==> src/rtl/held_note_list_defines.svh <==
// Assertion macros shared by the held note list RTL.
`ifndef HELD_NOTE_LIST_DEFINES_SVH
`define HELD_NOTE_LIST_DEFINES_SVH

`ifndef SYNTH
`define HNL_ASSERT_IMP(lbl, clk, rst, ante, cons, msg) \
   lbl: assert property (@(posedge clk) disable iff (rst) (ante) |-> (cons)) else $error(msg);
`define HNL_ASSERT_NXT(lbl, clk, rst, ante, cons, msg) \
   lbl: assert property (@(posedge clk) disable iff (rst) (ante) |=> (cons)) else $error(msg);
`else
`define HNL_ASSERT_IMP(lbl, clk, rst, ante, cons, msg)
`define HNL_ASSERT_NXT(lbl, clk, rst, ante, cons, msg)
`endif

`endif

==> src/rtl/hnl_pkg.sv <==
// Types and constants of the held note list.
package hnl_pkg;

   localparam int MAX_NOTES = 32;
   localparam int CNT_W     = $clog2(MAX_NOTES + 1);
   localparam int IDX_W     = (MAX_NOTES > 1) ? $clog2(MAX_NOTES) : 1;
   localparam int NOTE_W    = 7;
   localparam int VEL_W     = 7;
   localparam int REQ_W     = 2;
   localparam int MODE_W    = 2;

   typedef enum logic [REQ_W-1:0] {
      REQ_NOTE  = 2'd0,
      REQ_CLEAR = 2'd1,
      REQ_FLUSH = 2'd2,
      REQ_NONE  = 2'd3
   } req_code_type;

   typedef enum logic [1:0] {
      CMD_ON    = 2'd0,
      CMD_OFF   = 2'd1,
      CMD_CLEAR = 2'd2,
      CMD_FLUSH = 2'd3
   } cmd_kind_type;

   typedef enum logic [MODE_W-1:0] {
      ORD_NEWEST = 2'd0,
      ORD_HIGH   = 2'd1,
      ORD_LOW    = 2'd2
   } order_type;

   typedef enum logic [1:0] {
      ST_IDLE,
      ST_SCAN,
      ST_FINISH
   } eng_state_type;

   typedef struct packed {
      cmd_kind_type        kind;
      logic [NOTE_W-1:0]   note;
      order_type           order;
   } cmd_type;

   typedef struct packed {
      logic [NOTE_W-1:0]   held_note;
      logic                last;
      logic                empty_res;
      logic                overflow;
   } rsp_type;

endpackage

==> src/rtl/hnl_front.sv <==
// Front end: takes request items, classifies them and queues commands.
`include "held_note_list_defines.svh"

module hnl_front (
   input  logic                        clock,
   input  logic                        reset,
   input  logic                        req_push,
   output logic                        req_full,
   input  logic [hnl_pkg::REQ_W-1:0]   req_type,
   input  logic [hnl_pkg::NOTE_W-1:0]  req_note,
   input  logic [hnl_pkg::VEL_W-1:0]   req_velocity,
   input  logic                        csr_we,
   input  logic [hnl_pkg::MODE_W-1:0]  csr_order_mode,
   output logic                        cmd_valid,
   output hnl_pkg::cmd_type            cmd,
   input  logic                        cmd_pop
);
   import hnl_pkg::*;

   logic [MODE_W-1:0] mode_ff, mode_in;
   cmd_type           q_ff [2];
   logic              wr_ptr_ff, wr_ptr_in;
   logic              rd_ptr_ff, rd_ptr_in;
   logic [1:0]        cnt_ff, cnt_in;
   cmd_type           new_cmd;
   logic              keep;
   logic              enq;
   logic              deq;

   always_comb begin
      keep          = 1'b1;
      new_cmd.note  = req_note;
      new_cmd.order = (&mode_ff) ? ORD_LOW : order_type'(mode_ff);
      unique case (req_code_type'(req_type))
         REQ_NOTE:  new_cmd.kind = (req_velocity != '0) ? CMD_ON : CMD_OFF;
         REQ_CLEAR: new_cmd.kind = CMD_CLEAR;
         REQ_FLUSH: new_cmd.kind = CMD_FLUSH;
         default: begin
            new_cmd.kind = CMD_CLEAR;
            keep         = 1'b0;
         end
      endcase
   end

   assign req_full  = (cnt_ff == 2'd2);
   assign cmd_valid = (cnt_ff != 2'd0);
   assign cmd       = q_ff[rd_ptr_ff];
   assign enq       = req_push && !req_full && keep;
   assign deq       = cmd_pop && cmd_valid;

   always_comb begin
      mode_in   = csr_we ? csr_order_mode : mode_ff;
      wr_ptr_in = enq ? ~wr_ptr_ff : wr_ptr_ff;
      rd_ptr_in = deq ? ~rd_ptr_ff : rd_ptr_ff;
      cnt_in    = cnt_ff + {1'b0, enq} - {1'b0, deq};
   end

   always_ff @(posedge clock) begin
      if (reset) begin
         mode_ff   <= '0;
         wr_ptr_ff <= 1'b0;
         rd_ptr_ff <= 1'b0;
         cnt_ff    <= 2'd0;
      end else begin
         mode_ff   <= mode_in;
         wr_ptr_ff <= wr_ptr_in;
         rd_ptr_ff <= rd_ptr_in;
         cnt_ff    <= cnt_in;
      end
   end

   always_ff @(posedge clock) begin
      if (enq) begin
         q_ff[wr_ptr_ff] <= new_cmd;
      end
   end

   `HNL_ASSERT_IMP(a_cmdq_no_overfill, clock, reset, enq, cnt_ff != 2'd2, "command queue overfilled")

endmodule

==> src/rtl/hnl_engine.sv <==
// Back end: list engine over a row of note cells, plus the result queue.
`include "held_note_list_defines.svh"

module hnl_engine (
   input  logic              clock,
   input  logic              reset,
   input  logic              cmd_valid,
   input  hnl_pkg::cmd_type  cmd,
   output logic              cmd_pop,
   output logic              rsp_empty,
   input  logic              rsp_pop,
   output hnl_pkg::rsp_type  rsp_item
);
   import hnl_pkg::*;

   eng_state_type     state_ff, state_in;
   logic [NOTE_W-1:0] cell_ff [MAX_NOTES];
   logic [NOTE_W-1:0] cell_in [MAX_NOTES];
   logic [CNT_W-1:0]  count_ff, count_in;
   logic [CNT_W-1:0]  rem_ff, rem_in;
   logic [CNT_W-1:0]  nnew_ff, nnew_in;
   logic              ins_done_ff, ins_done_in;
   logic              ovf_ff, ovf_in;
   logic              hold_v_ff, hold_v_in;
   logic [NOTE_W-1:0] hold_ff, hold_in;
   cmd_kind_type      kind_ff, kind_in;
   logic [NOTE_W-1:0] note_ff, note_in;
   order_type         order_ff, order_in;

   rsp_type           oq_ff [2];
   logic              owr_ff, owr_in;
   logic              ord_ff, ord_in;
   logic [1:0]        ocnt_ff, ocnt_in;

   logic [NOTE_W-1:0] head;
   logic              space;
   logic              at_end;
   logic              first;
   logic              beats0;
   logic              cond_later;
   logic              ins_want;
   logic              is_drop;
   logic              store_full;
   logic              do_shift;
   logic              do_wr;
   logic [NOTE_W-1:0] wval;
   logic [CNT_W-1:0]  wsum;
   logic [IDX_W-1:0]  widx;
   logic              push;
   rsp_type           item;
   logic              opop;

   assign head       = cell_ff[0];
   assign space      = (ocnt_ff != 2'd2);
   assign at_end     = (rem_ff == '0);
   assign first      = (rem_ff == count_ff);
   assign store_full = (count_ff == CNT_W'(MAX_NOTES));
   assign beats0     = (order_ff == ORD_HIGH) ? (note_ff > head) : (note_ff < head);
   assign cond_later = (order_ff == ORD_HIGH) ? (head <= note_ff) : (head >= note_ff);
   assign ins_want   = !ins_done_ff &&
                       (at_end || order_ff == ORD_NEWEST || (first ? beats0 : cond_later));
   assign is_drop    = !ins_want && kind_ff == CMD_OFF && head == note_ff;

   always_comb begin
      state_in = state_ff;
      unique case (state_ff)
         ST_IDLE: begin
            if (cmd_valid && (cmd.kind == CMD_ON || cmd.kind == CMD_OFF)) begin
               state_in = ST_SCAN;
            end
         end
         ST_SCAN: begin
            if (at_end && ins_done_ff) begin
               state_in = ST_FINISH;
            end
         end
         ST_FINISH: begin
            if (space) begin
               state_in = ST_IDLE;
            end
         end
         default: state_in = ST_IDLE;
      endcase
   end

   always_comb begin
      cmd_pop     = 1'b0;
      do_shift    = 1'b0;
      do_wr       = 1'b0;
      wval        = head;
      push        = 1'b0;
      item        = '0;
      count_in    = count_ff;
      rem_in      = rem_ff;
      nnew_in     = nnew_ff;
      ins_done_in = ins_done_ff;
      ovf_in      = ovf_ff;
      hold_v_in   = hold_v_ff;
      hold_in     = hold_ff;
      kind_in     = kind_ff;
      note_in     = note_ff;
      order_in    = order_ff;
      unique case (state_ff)
         ST_IDLE: begin
            if (cmd_valid) begin
               case (cmd.kind)
                  CMD_ON, CMD_OFF: begin
                     cmd_pop     = 1'b1;
                     kind_in     = cmd.kind;
                     note_in     = cmd.note;
                     order_in    = cmd.order;
                     rem_in      = count_ff;
                     nnew_in     = '0;
                     hold_v_in   = 1'b0;
                     ins_done_in = (cmd.kind == CMD_OFF) || store_full;
                     ovf_in      = (cmd.kind == CMD_ON) && store_full;
                  end
                  CMD_CLEAR: begin
                     cmd_pop  = 1'b1;
                     count_in = '0;
                  end
                  default: begin
                     if (space) begin
                        cmd_pop        = 1'b1;
                        count_in       = '0;
                        push           = 1'b1;
                        item.last      = 1'b1;
                        item.empty_res = 1'b1;
                     end
                  end
               endcase
            end
         end
         ST_SCAN: begin
            if (!(at_end && ins_done_ff)) begin
               if (ins_want) begin
                  if (!hold_v_ff || space) begin
                     do_wr          = 1'b1;
                     wval           = note_ff;
                     ins_done_in    = 1'b1;
                     nnew_in        = nnew_ff + 1'b1;
                     push           = hold_v_ff;
                     item.held_note = hold_ff;
                     item.overflow  = ovf_ff;
                     hold_in        = note_ff;
                     hold_v_in      = 1'b1;
                  end
               end else if (is_drop) begin
                  do_shift = 1'b1;
                  rem_in   = rem_ff - 1'b1;
               end else if (!hold_v_ff || space) begin
                  do_shift       = 1'b1;
                  do_wr          = 1'b1;
                  wval           = head;
                  rem_in         = rem_ff - 1'b1;
                  nnew_in        = nnew_ff + 1'b1;
                  push           = hold_v_ff;
                  item.held_note = hold_ff;
                  item.overflow  = ovf_ff;
                  hold_in        = head;
                  hold_v_in      = 1'b1;
               end
            end
         end
         ST_FINISH: begin
            if (space) begin
               push           = 1'b1;
               item.held_note = hold_v_ff ? hold_ff : '0;
               item.last      = 1'b1;
               item.empty_res = !hold_v_ff;
               item.overflow  = ovf_ff;
               count_in       = nnew_ff;
            end
         end
         default: ;
      endcase
   end

   // old entries sit at the bottom, the rebuilt list follows them
   assign wsum = rem_ff + nnew_ff - {{(CNT_W-1){1'b0}}, do_shift};
   assign widx = wsum[IDX_W-1:0];

   for (genvar i = 0; i < MAX_NOTES; i++) begin : g_cell
      if (i < MAX_NOTES - 1) begin : g_mid
         always_comb begin
            cell_in[i] = do_shift ? cell_ff[i+1] : cell_ff[i];
            if (do_wr && widx == IDX_W'(i)) begin
               cell_in[i] = wval;
            end
         end
      end else begin : g_top
         always_comb begin
            cell_in[i] = cell_ff[i];
            if (do_wr && widx == IDX_W'(i)) begin
               cell_in[i] = wval;
            end
         end
      end
      always_ff @(posedge clock) begin
         cell_ff[i] <= cell_in[i];
      end
   end

   assign rsp_empty = (ocnt_ff == 2'd0);
   assign rsp_item  = oq_ff[ord_ff];
   assign opop      = rsp_pop && !rsp_empty;

   always_comb begin
      owr_in  = push ? ~owr_ff : owr_ff;
      ord_in  = opop ? ~ord_ff : ord_ff;
      ocnt_in = ocnt_ff + {1'b0, push} - {1'b0, opop};
   end

   always_ff @(posedge clock) begin
      if (push) begin
         oq_ff[owr_ff] <= item;
      end
   end

   always_ff @(posedge clock) begin
      if (reset) begin
         state_ff    <= ST_IDLE;
         count_ff    <= '0;
         rem_ff      <= '0;
         nnew_ff     <= '0;
         ins_done_ff <= 1'b0;
         ovf_ff      <= 1'b0;
         hold_v_ff   <= 1'b0;
         owr_ff      <= 1'b0;
         ord_ff      <= 1'b0;
         ocnt_ff     <= 2'd0;
      end else begin
         state_ff    <= state_in;
         count_ff    <= count_in;
         rem_ff      <= rem_in;
         nnew_ff     <= nnew_in;
         ins_done_ff <= ins_done_in;
         ovf_ff      <= ovf_in;
         hold_v_ff   <= hold_v_in;
         owr_ff      <= owr_in;
         ord_ff      <= ord_in;
         ocnt_ff     <= ocnt_in;
      end
   end

   always_ff @(posedge clock) begin
      hold_ff  <= hold_in;
      kind_ff  <= kind_in;
      note_ff  <= note_in;
      order_ff <= order_in;
   end

   `HNL_ASSERT_IMP(a_count_range, clock, reset, 1'b1, count_ff <= CNT_W'(MAX_NOTES), "count out of range")
   `HNL_ASSERT_IMP(a_push_room, clock, reset, push, ocnt_ff != 2'd2, "result queue overfilled")
   `HNL_ASSERT_IMP(a_scan_fits, clock, reset, state_ff == ST_SCAN, ({1'b0, rem_ff} + {1'b0, nnew_ff}) <= ({1'b0, count_ff} + 1'b1), "list grew past one insert")
   `HNL_ASSERT_NXT(a_finish_idle, clock, reset, state_ff == ST_FINISH && space, state_ff == ST_IDLE, "finish did not return to idle")

endmodule

==> src/rtl/held_note_list.sv <==
// Top level of the held note list.
// For a note event the engine walks the row of note cells one entry per cycle while the result
// queue has room, rebuilding the list in place (insert or remove) while it sends each entry out,
// then closes with the last-marked result. A dropped insert on a full store walks all 32
// entries. Flush waits for room in the result queue. Two commands queue between the front end
// and the engine, and two results queue at the output; the engine waits while the result
// queue is full.
module held_note_list (
   input  logic                        clock,
   input  logic                        reset,
   input  logic                        req_push,
   output logic                        req_full,
   input  logic [hnl_pkg::REQ_W-1:0]   req_type,
   input  logic [hnl_pkg::NOTE_W-1:0]  req_note,
   input  logic [hnl_pkg::VEL_W-1:0]   req_velocity,
   output logic                        rsp_empty,
   input  logic                        rsp_pop,
   output logic [hnl_pkg::NOTE_W-1:0]  rsp_held_note,
   output logic                        rsp_last,
   output logic                        rsp_empty_res,
   output logic                        rsp_overflow,
   input  logic                        csr_we,
   input  logic [hnl_pkg::MODE_W-1:0]  csr_order_mode
);
   import hnl_pkg::*;

   logic    cmd_valid;
   logic    cmd_pop;
   cmd_type cmd;
   rsp_type rsp_item;

   hnl_front u_front (
      .clock          (clock),
      .reset          (reset),
      .req_push       (req_push),
      .req_full       (req_full),
      .req_type       (req_type),
      .req_note       (req_note),
      .req_velocity   (req_velocity),
      .csr_we         (csr_we),
      .csr_order_mode (csr_order_mode),
      .cmd_valid      (cmd_valid),
      .cmd            (cmd),
      .cmd_pop        (cmd_pop)
   );

   hnl_engine u_engine (
      .clock     (clock),
      .reset     (reset),
      .cmd_valid (cmd_valid),
      .cmd       (cmd),
      .cmd_pop   (cmd_pop),
      .rsp_empty (rsp_empty),
      .rsp_pop   (rsp_pop),
      .rsp_item  (rsp_item)
   );

   assign rsp_held_note = rsp_item.held_note;
   assign rsp_last      = rsp_item.last;
   assign rsp_empty_res = rsp_item.empty_res;
   assign rsp_overflow  = rsp_item.overflow;

endmodule
==> config.mk <==
export PLATFORM = sky130hd
export DESIGN_NAME = held_note_list
export DESIGN_NICKNAME = d
export VERILOG_FILES = /design/src/rtl/hnl_pkg.sv /design/src/rtl/hnl_front.sv /design/src/rtl/hnl_engine.sv /design/src/rtl/held_note_list.sv
export VERILOG_INCLUDE_DIRS = /design/src /design/src/rtl
export SDC_FILE = /design/constraint.sdc
export NUM_CORES = 1
export LEC_CHECK = 0
export ABC_AREA = 1
export BUFFER_PORTS_ARGS = -buffer_cell sky130_fd_sc_hd__buf_2
export CAP_MARGIN = 20
export CORE_MARGIN = 2
export CORE_UTILIZATION = 25
export CTS_CLUSTER_DIAMETER = 150
export DETAILED_ROUTE_END_ITERATION = 10
export SLEW_MARGIN = 20
export SYNTH_ARGS = -nofsm -noshare
export SYNTH_HDL_FRONTEND = slang
export SYNTH_HIERARCHICAL = 1
export SYNTH_SLANG_ARGS = --single-unit
==> constraint.sdc <==
create_clock -name clock -period 4.33 [get_ports clock]
set_input_delay 1.0825 -clock clock [delete_from_list [all_inputs] [get_ports clock]]
set_output_delay 1.0825 -clock clock [all_outputs]
set_load 0.1 [all_outputs]
==> summary.txt <==
Drt
  • Antenna Violating Nets Remaining: 0
  • Violation count after the first detailed-routing iteration: 627
  • Routed vias/inst: 4.23
  • Wire length per cell after detailed routing: ~13 um
  • Vias after detailed routing: roughly 10000
  • Final WL: 31700 um
  • Initial DRT Pass Iterations: 5
  • Number of remaining DRC errors: 0

Worst setup path
  • Data required time of the worst path: 4.60 ns
  • Crit path max fanout: 9
  • Worst R2R Path Depth: 21
  • Data arrival time at the worst-slack endpoint: roughly 4.4 ns
  • Category of the critical setup timing path: flip-flop to flip-flop
  • Critical Path Source Type: flip-flop
  • Worst r2r src: u_engine/cell_ff[0][2]$_DFFE_PP_
  • Minimum setup slack among reg-to-reg paths: slightly below 0.2 ns
  • Destination of the worst register-to-register timing path: u_engine/cell_ff[0][57]$_DFFE_PP_
  • Critical Path End Type: flip-flop

Global routing
  • GRT Total Usage: 10.0%
  • First-pass GRT wire length: 51400 um
  • GR Overflow Total: 0
  • Number of antenna violations at the first check in global routing: 0
  • Via count of the first global-routing pass: ~10000
  • Pin count of the biggest net entering global routing: 33

Synth
  • Netlist Area Pre-Place: roughly 15000 um^2
  • Sequential element share of the synthesized area: 60.5%
  • Count of state elements after synthesis: 319
  • Library cells used by synthesis: 42
  • Net count after synthesis: 1606
  • Total of warnings raised by yosys: 6
  • Number of instances in the synthesized netlist: 1557
  • Mean cell area of the mapped netlist: 9.79 um^2

Clock network
  • Setup fix buffers added after clock tree synthesis: 0
  • Maximum count of clock buffers along a single path: 3
  • CTS root buf: sky130_fd_sc_hd__clkbuf_16
  • Worst-Skew Late Latency: 0.57 ns
  • Count of hold-fix buffers inserted at cts: 0
  • Post-cts sizing count: 0
  • Number of clock sinks: between 300 and 400
  • TritonCTS clock tree: yes
  • CTS buffer count: 31
  • # H-tree levels: 1
  • Clock-pin slew reported for the worst setup and hold paths after clock tree synthesis: approximately 0.06 ns

Timing
  • Count of final hold-check violations: 0
  • # setup viols final: 0
  • Unrepaired setup endpoints after global routing: true
  • Final Critical Period: 4.13 ns
  • Pin slew with the least headroom to its limit: 0.932 ns
  • Maximum achievable frequency: 242 MHz
  • Slew HR: 37.7%
  • Worst Skew: 0.0130 ns
  • Number of slew-limit violations in the final report: 0
  • Share of the cycle needed by the critical path after routing: 95.4%

Final layout
  • Nets: 1659
  • Final Instance Count excl. Fillers: 2411
  • Utilization after layout: 28.8%
  • Count of fill cells added during filler insertion: 6301
  • Synth-to-Final Area Change: 14.2%
  • Ant diodes: 0
  • Share of final-layout standard cells stronger than drive strength 1: about 15%

Power and ir drop
  • Cell leakage power: 0.00734 uW
  • Highest ir drop seen on vdd: ~0.00038 V
  • Pwr dens: 647 nW/um^2
  • Power consumption: 11300 uW

Placement
  • Number of port buffers: 34
  • RD Place Congestion: 0.865
  • HPWL after detailed placement: 21400 um
  • Placed Cells incl. Taps: 2359

Worst hold path
  • Endpoint of the worst hold-timing path: u_engine/ord_ff$_SDFFE_PP0P_
  • Worst Min Path Start: u_engine/ord_ff$_SDFFE_PP0P_
  • Cell depth of the worst hold path: 1
  • Class of the worst hold path: flip-flop to flip-flop

Die
  • Y dimension of the die: 251 um
  • Row count: 90
  • Number of placed I/O pins: 35
  • Die area: 63000 um^2
  • Die boundary width: 251 um
  • Core Box Area: 60400 um^2
  • Effective utilization at floorplan: 25.3%

Outcome
  • Result of the run: finished clean

Run
  • Maximum Capacitance Violations: 0
## routing by layer
| metal | routed length (um) | track usage (%) | share of wire [%] | vias to the layer above |
|---|---|---|---|---|
| li1 | - | - | - | 5150 |
| met1 | 14100 | 12.8 | 44 | 4777 |
| met2 | 15300 | 17.4 | 48 | 214 |
| met3 | 1630 | 1.58 | 5.1 | 47 |
| met4 | 646 | 2.96 | 2.0 | 0 |
| met5 | 0 | 0 | 0 | - |
## synth_stat cells (all sizes together)
cell type	count	area, um^2
a211oi	7	52.6
a21o	2	15.0
a21oi	36	180
and3	7	43.8
buf	25	224
clkbuf	12	45.0
clkinv	1	3.75
dfxtp	35	701
edfxtp	284	8530
fa	1	20.0
ha	25	313
inv	124	515
mux2	21	274
nand2	832	3490
nand3	22	110
nand3b	2	15.0
nand4	9	56.3
nor2	55	249
nor3	5	25.0
nor3b	1	12.5
o211a	1	10.0
o21a	1	7.51
o21ai	33	191
o21bai	1	18.8
o31ai	1	7.51
or2	3	18.8
xnor2	2	36.3
xor2	9	78.8
## final cells by class
class | count | area (um^2) | area share, %
repair buffers | 57 | 393 | 2.26
clock inverters | 13 | 91.3 | 0.525
inverters | 125 | 536 | 3.08
multi-input cells | 1076 | 5380 | 30.9
flip-flops and latches | 319 | 9230 | 53.0
clock buffers | 39 | 806 | 4.63
well taps | 782 | 978 | 5.62
## sequential cells by signal (all words and copies together), names as in the netlist, 6 cells and up, named ones only
name,flops
u_engine/hold_ff,7
u_engine/nnew_ff,6
u_engine/note_ff,7
u_engine/cell_ff,224
u_engine/rem_ff,6
u_engine/oq_ff,20
u_front/q_ff,22
u_engine/count_ff,6
## worst max path at each step
| stage | startpoint | cells after the start | endpoint | slack, ns |
|---|---|---|---|---|
| after global placement | u_engine/cell_ff[0][6]$_DFFE_PP_ | 21 | u_engine/cell_ff[0][43]$_DFFE_PP_ | 0.13 |
| after detailed placement | u_engine/cell_ff[0][2]$_DFFE_PP_ | 21 | u_engine/cell_ff[0][1]$_DFFE_PP_ | 0.08 |
| after global routing | u_engine/cell_ff[0][2]$_DFFE_PP_ | 23 | u_engine/cell_ff[0][44]$_DFFE_PP_ | -0.06 |
| after CTS | u_engine/cell_ff[0][2]$_DFFE_PP_ | 21 | u_engine/cell_ff[0][43]$_DFFE_PP_ | 0.05 |
| after floorplan | u_engine/cell_ff[0][6]$_DFFE_PP_ | 23 | u_engine/cell_ff[0][10]$_DFFE_PP_ | 0.01 |
| final | u_engine/cell_ff[0][2]$_DFFE_PP_ | 21 | u_engine/cell_ff[0][57]$_DFFE_PP_ | 0.20 |
## cells by family after synthesis
logic type,count (synthesis),synth area share [%]
DFF,319,60.5
buffers and inverters,162,5.17
muxes,21,1.80
and+or+nand+nor,936,26.4
xor gates and xnor gates,11,0.755
AOI/OAI and AO/OA,82,3.17
adders and majority gates,26,2.18
## critical path: stages (launching register included)
cell                       delay [ns]
sky130_fd_sc_hd__edfxtp_1        0.43
sky130_fd_sc_hd__ha_1            0.34
sky130_fd_sc_hd__a21oi_1         0.16
sky130_fd_sc_hd__nand2_1         0.07
sky130_fd_sc_hd__nand2_1         0.08
sky130_fd_sc_hd__nand3_1         0.07
sky130_fd_sc_hd__nand2_1         0.14
sky130_fd_sc_hd__o21bai_4        0.08
sky130_fd_sc_hd__nand3_1         0.09
sky130_fd_sc_hd__inv_1           0.05
sky130_fd_sc_hd__ha_1            0.27
sky130_fd_sc_hd__inv_1           0.04
sky130_fd_sc_hd__ha_1            0.20
sky130_fd_sc_hd__fa_1            0.43
sky130_fd_sc_hd__a21o_1          0.21
sky130_fd_sc_hd__a21oi_4         0.19
sky130_fd_sc_hd__xnor2_4         0.18
sky130_fd_sc_hd__inv_2           0.11
sky130_fd_sc_hd__nor2_8          0.15
sky130_fd_sc_hd__buf_12          0.19
sky130_fd_sc_hd__nand2_2         0.17
sky130_fd_sc_hd__nand2_4         0.15
## cell usage in the layout, fill, tap and decap left out, types with 8 or more instances in the layout
cell type / count
sky130_fd_sc_hd__nand2_2: 32
sky130_fd_sc_hd__buf_4: 19
sky130_fd_sc_hd__mux2_4: 10
sky130_fd_sc_hd__clkbuf_1: 8
sky130_fd_sc_hd__nand2_4: 11
sky130_fd_sc_hd__nand4_1: 9
sky130_fd_sc_hd__xor2_1: 8
sky130_fd_sc_hd__inv_4: 22
sky130_fd_sc_hd__buf_2: 34
sky130_fd_sc_hd__edfxtp_1: 284
sky130_fd_sc_hd__mux2_2: 11
sky130_fd_sc_hd__dfxtp_1: 35
sky130_fd_sc_hd__inv_2: 10
sky130_fd_sc_hd__o21ai_0: 25
sky130_fd_sc_hd__nor2_1: 48
sky130_fd_sc_hd__clkbuf_16: 31
sky130_fd_sc_hd__a21oi_1: 34
sky130_fd_sc_hd__inv_1: 89
sky130_fd_sc_hd__nand3_1: 22
sky130_fd_sc_hd__nand2_8: 20
sky130_fd_sc_hd__ha_1: 25
sky130_fd_sc_hd__nand2_1: 769
## per-stage QoR
step | setup WS, ns | hold WS, ns | area [um^2] | setup TNS [ns]
final | 0.197 | 0.458 | 17400 | 0
after global routing | -0.0574 | 0.495 | 17400 | -1.60
after CTS | 0.0487 | 0.457 | 17200 | 0
after detailed placement | 0.0771 | 0.444 | 16400 | 0
after global placement | 0.132 | 0.441 | 16400 | 0
after floorplan | 0.0120 | 0.425 | 15300 | 0
## power breakdown
group / internal [uW] / switching (uW)
combinational: 1100 / 3240
sequential: 4230 / 254
clock: 1360 / 1090
total: 6690 / 4580
Power figures use the tool's default switching activity.
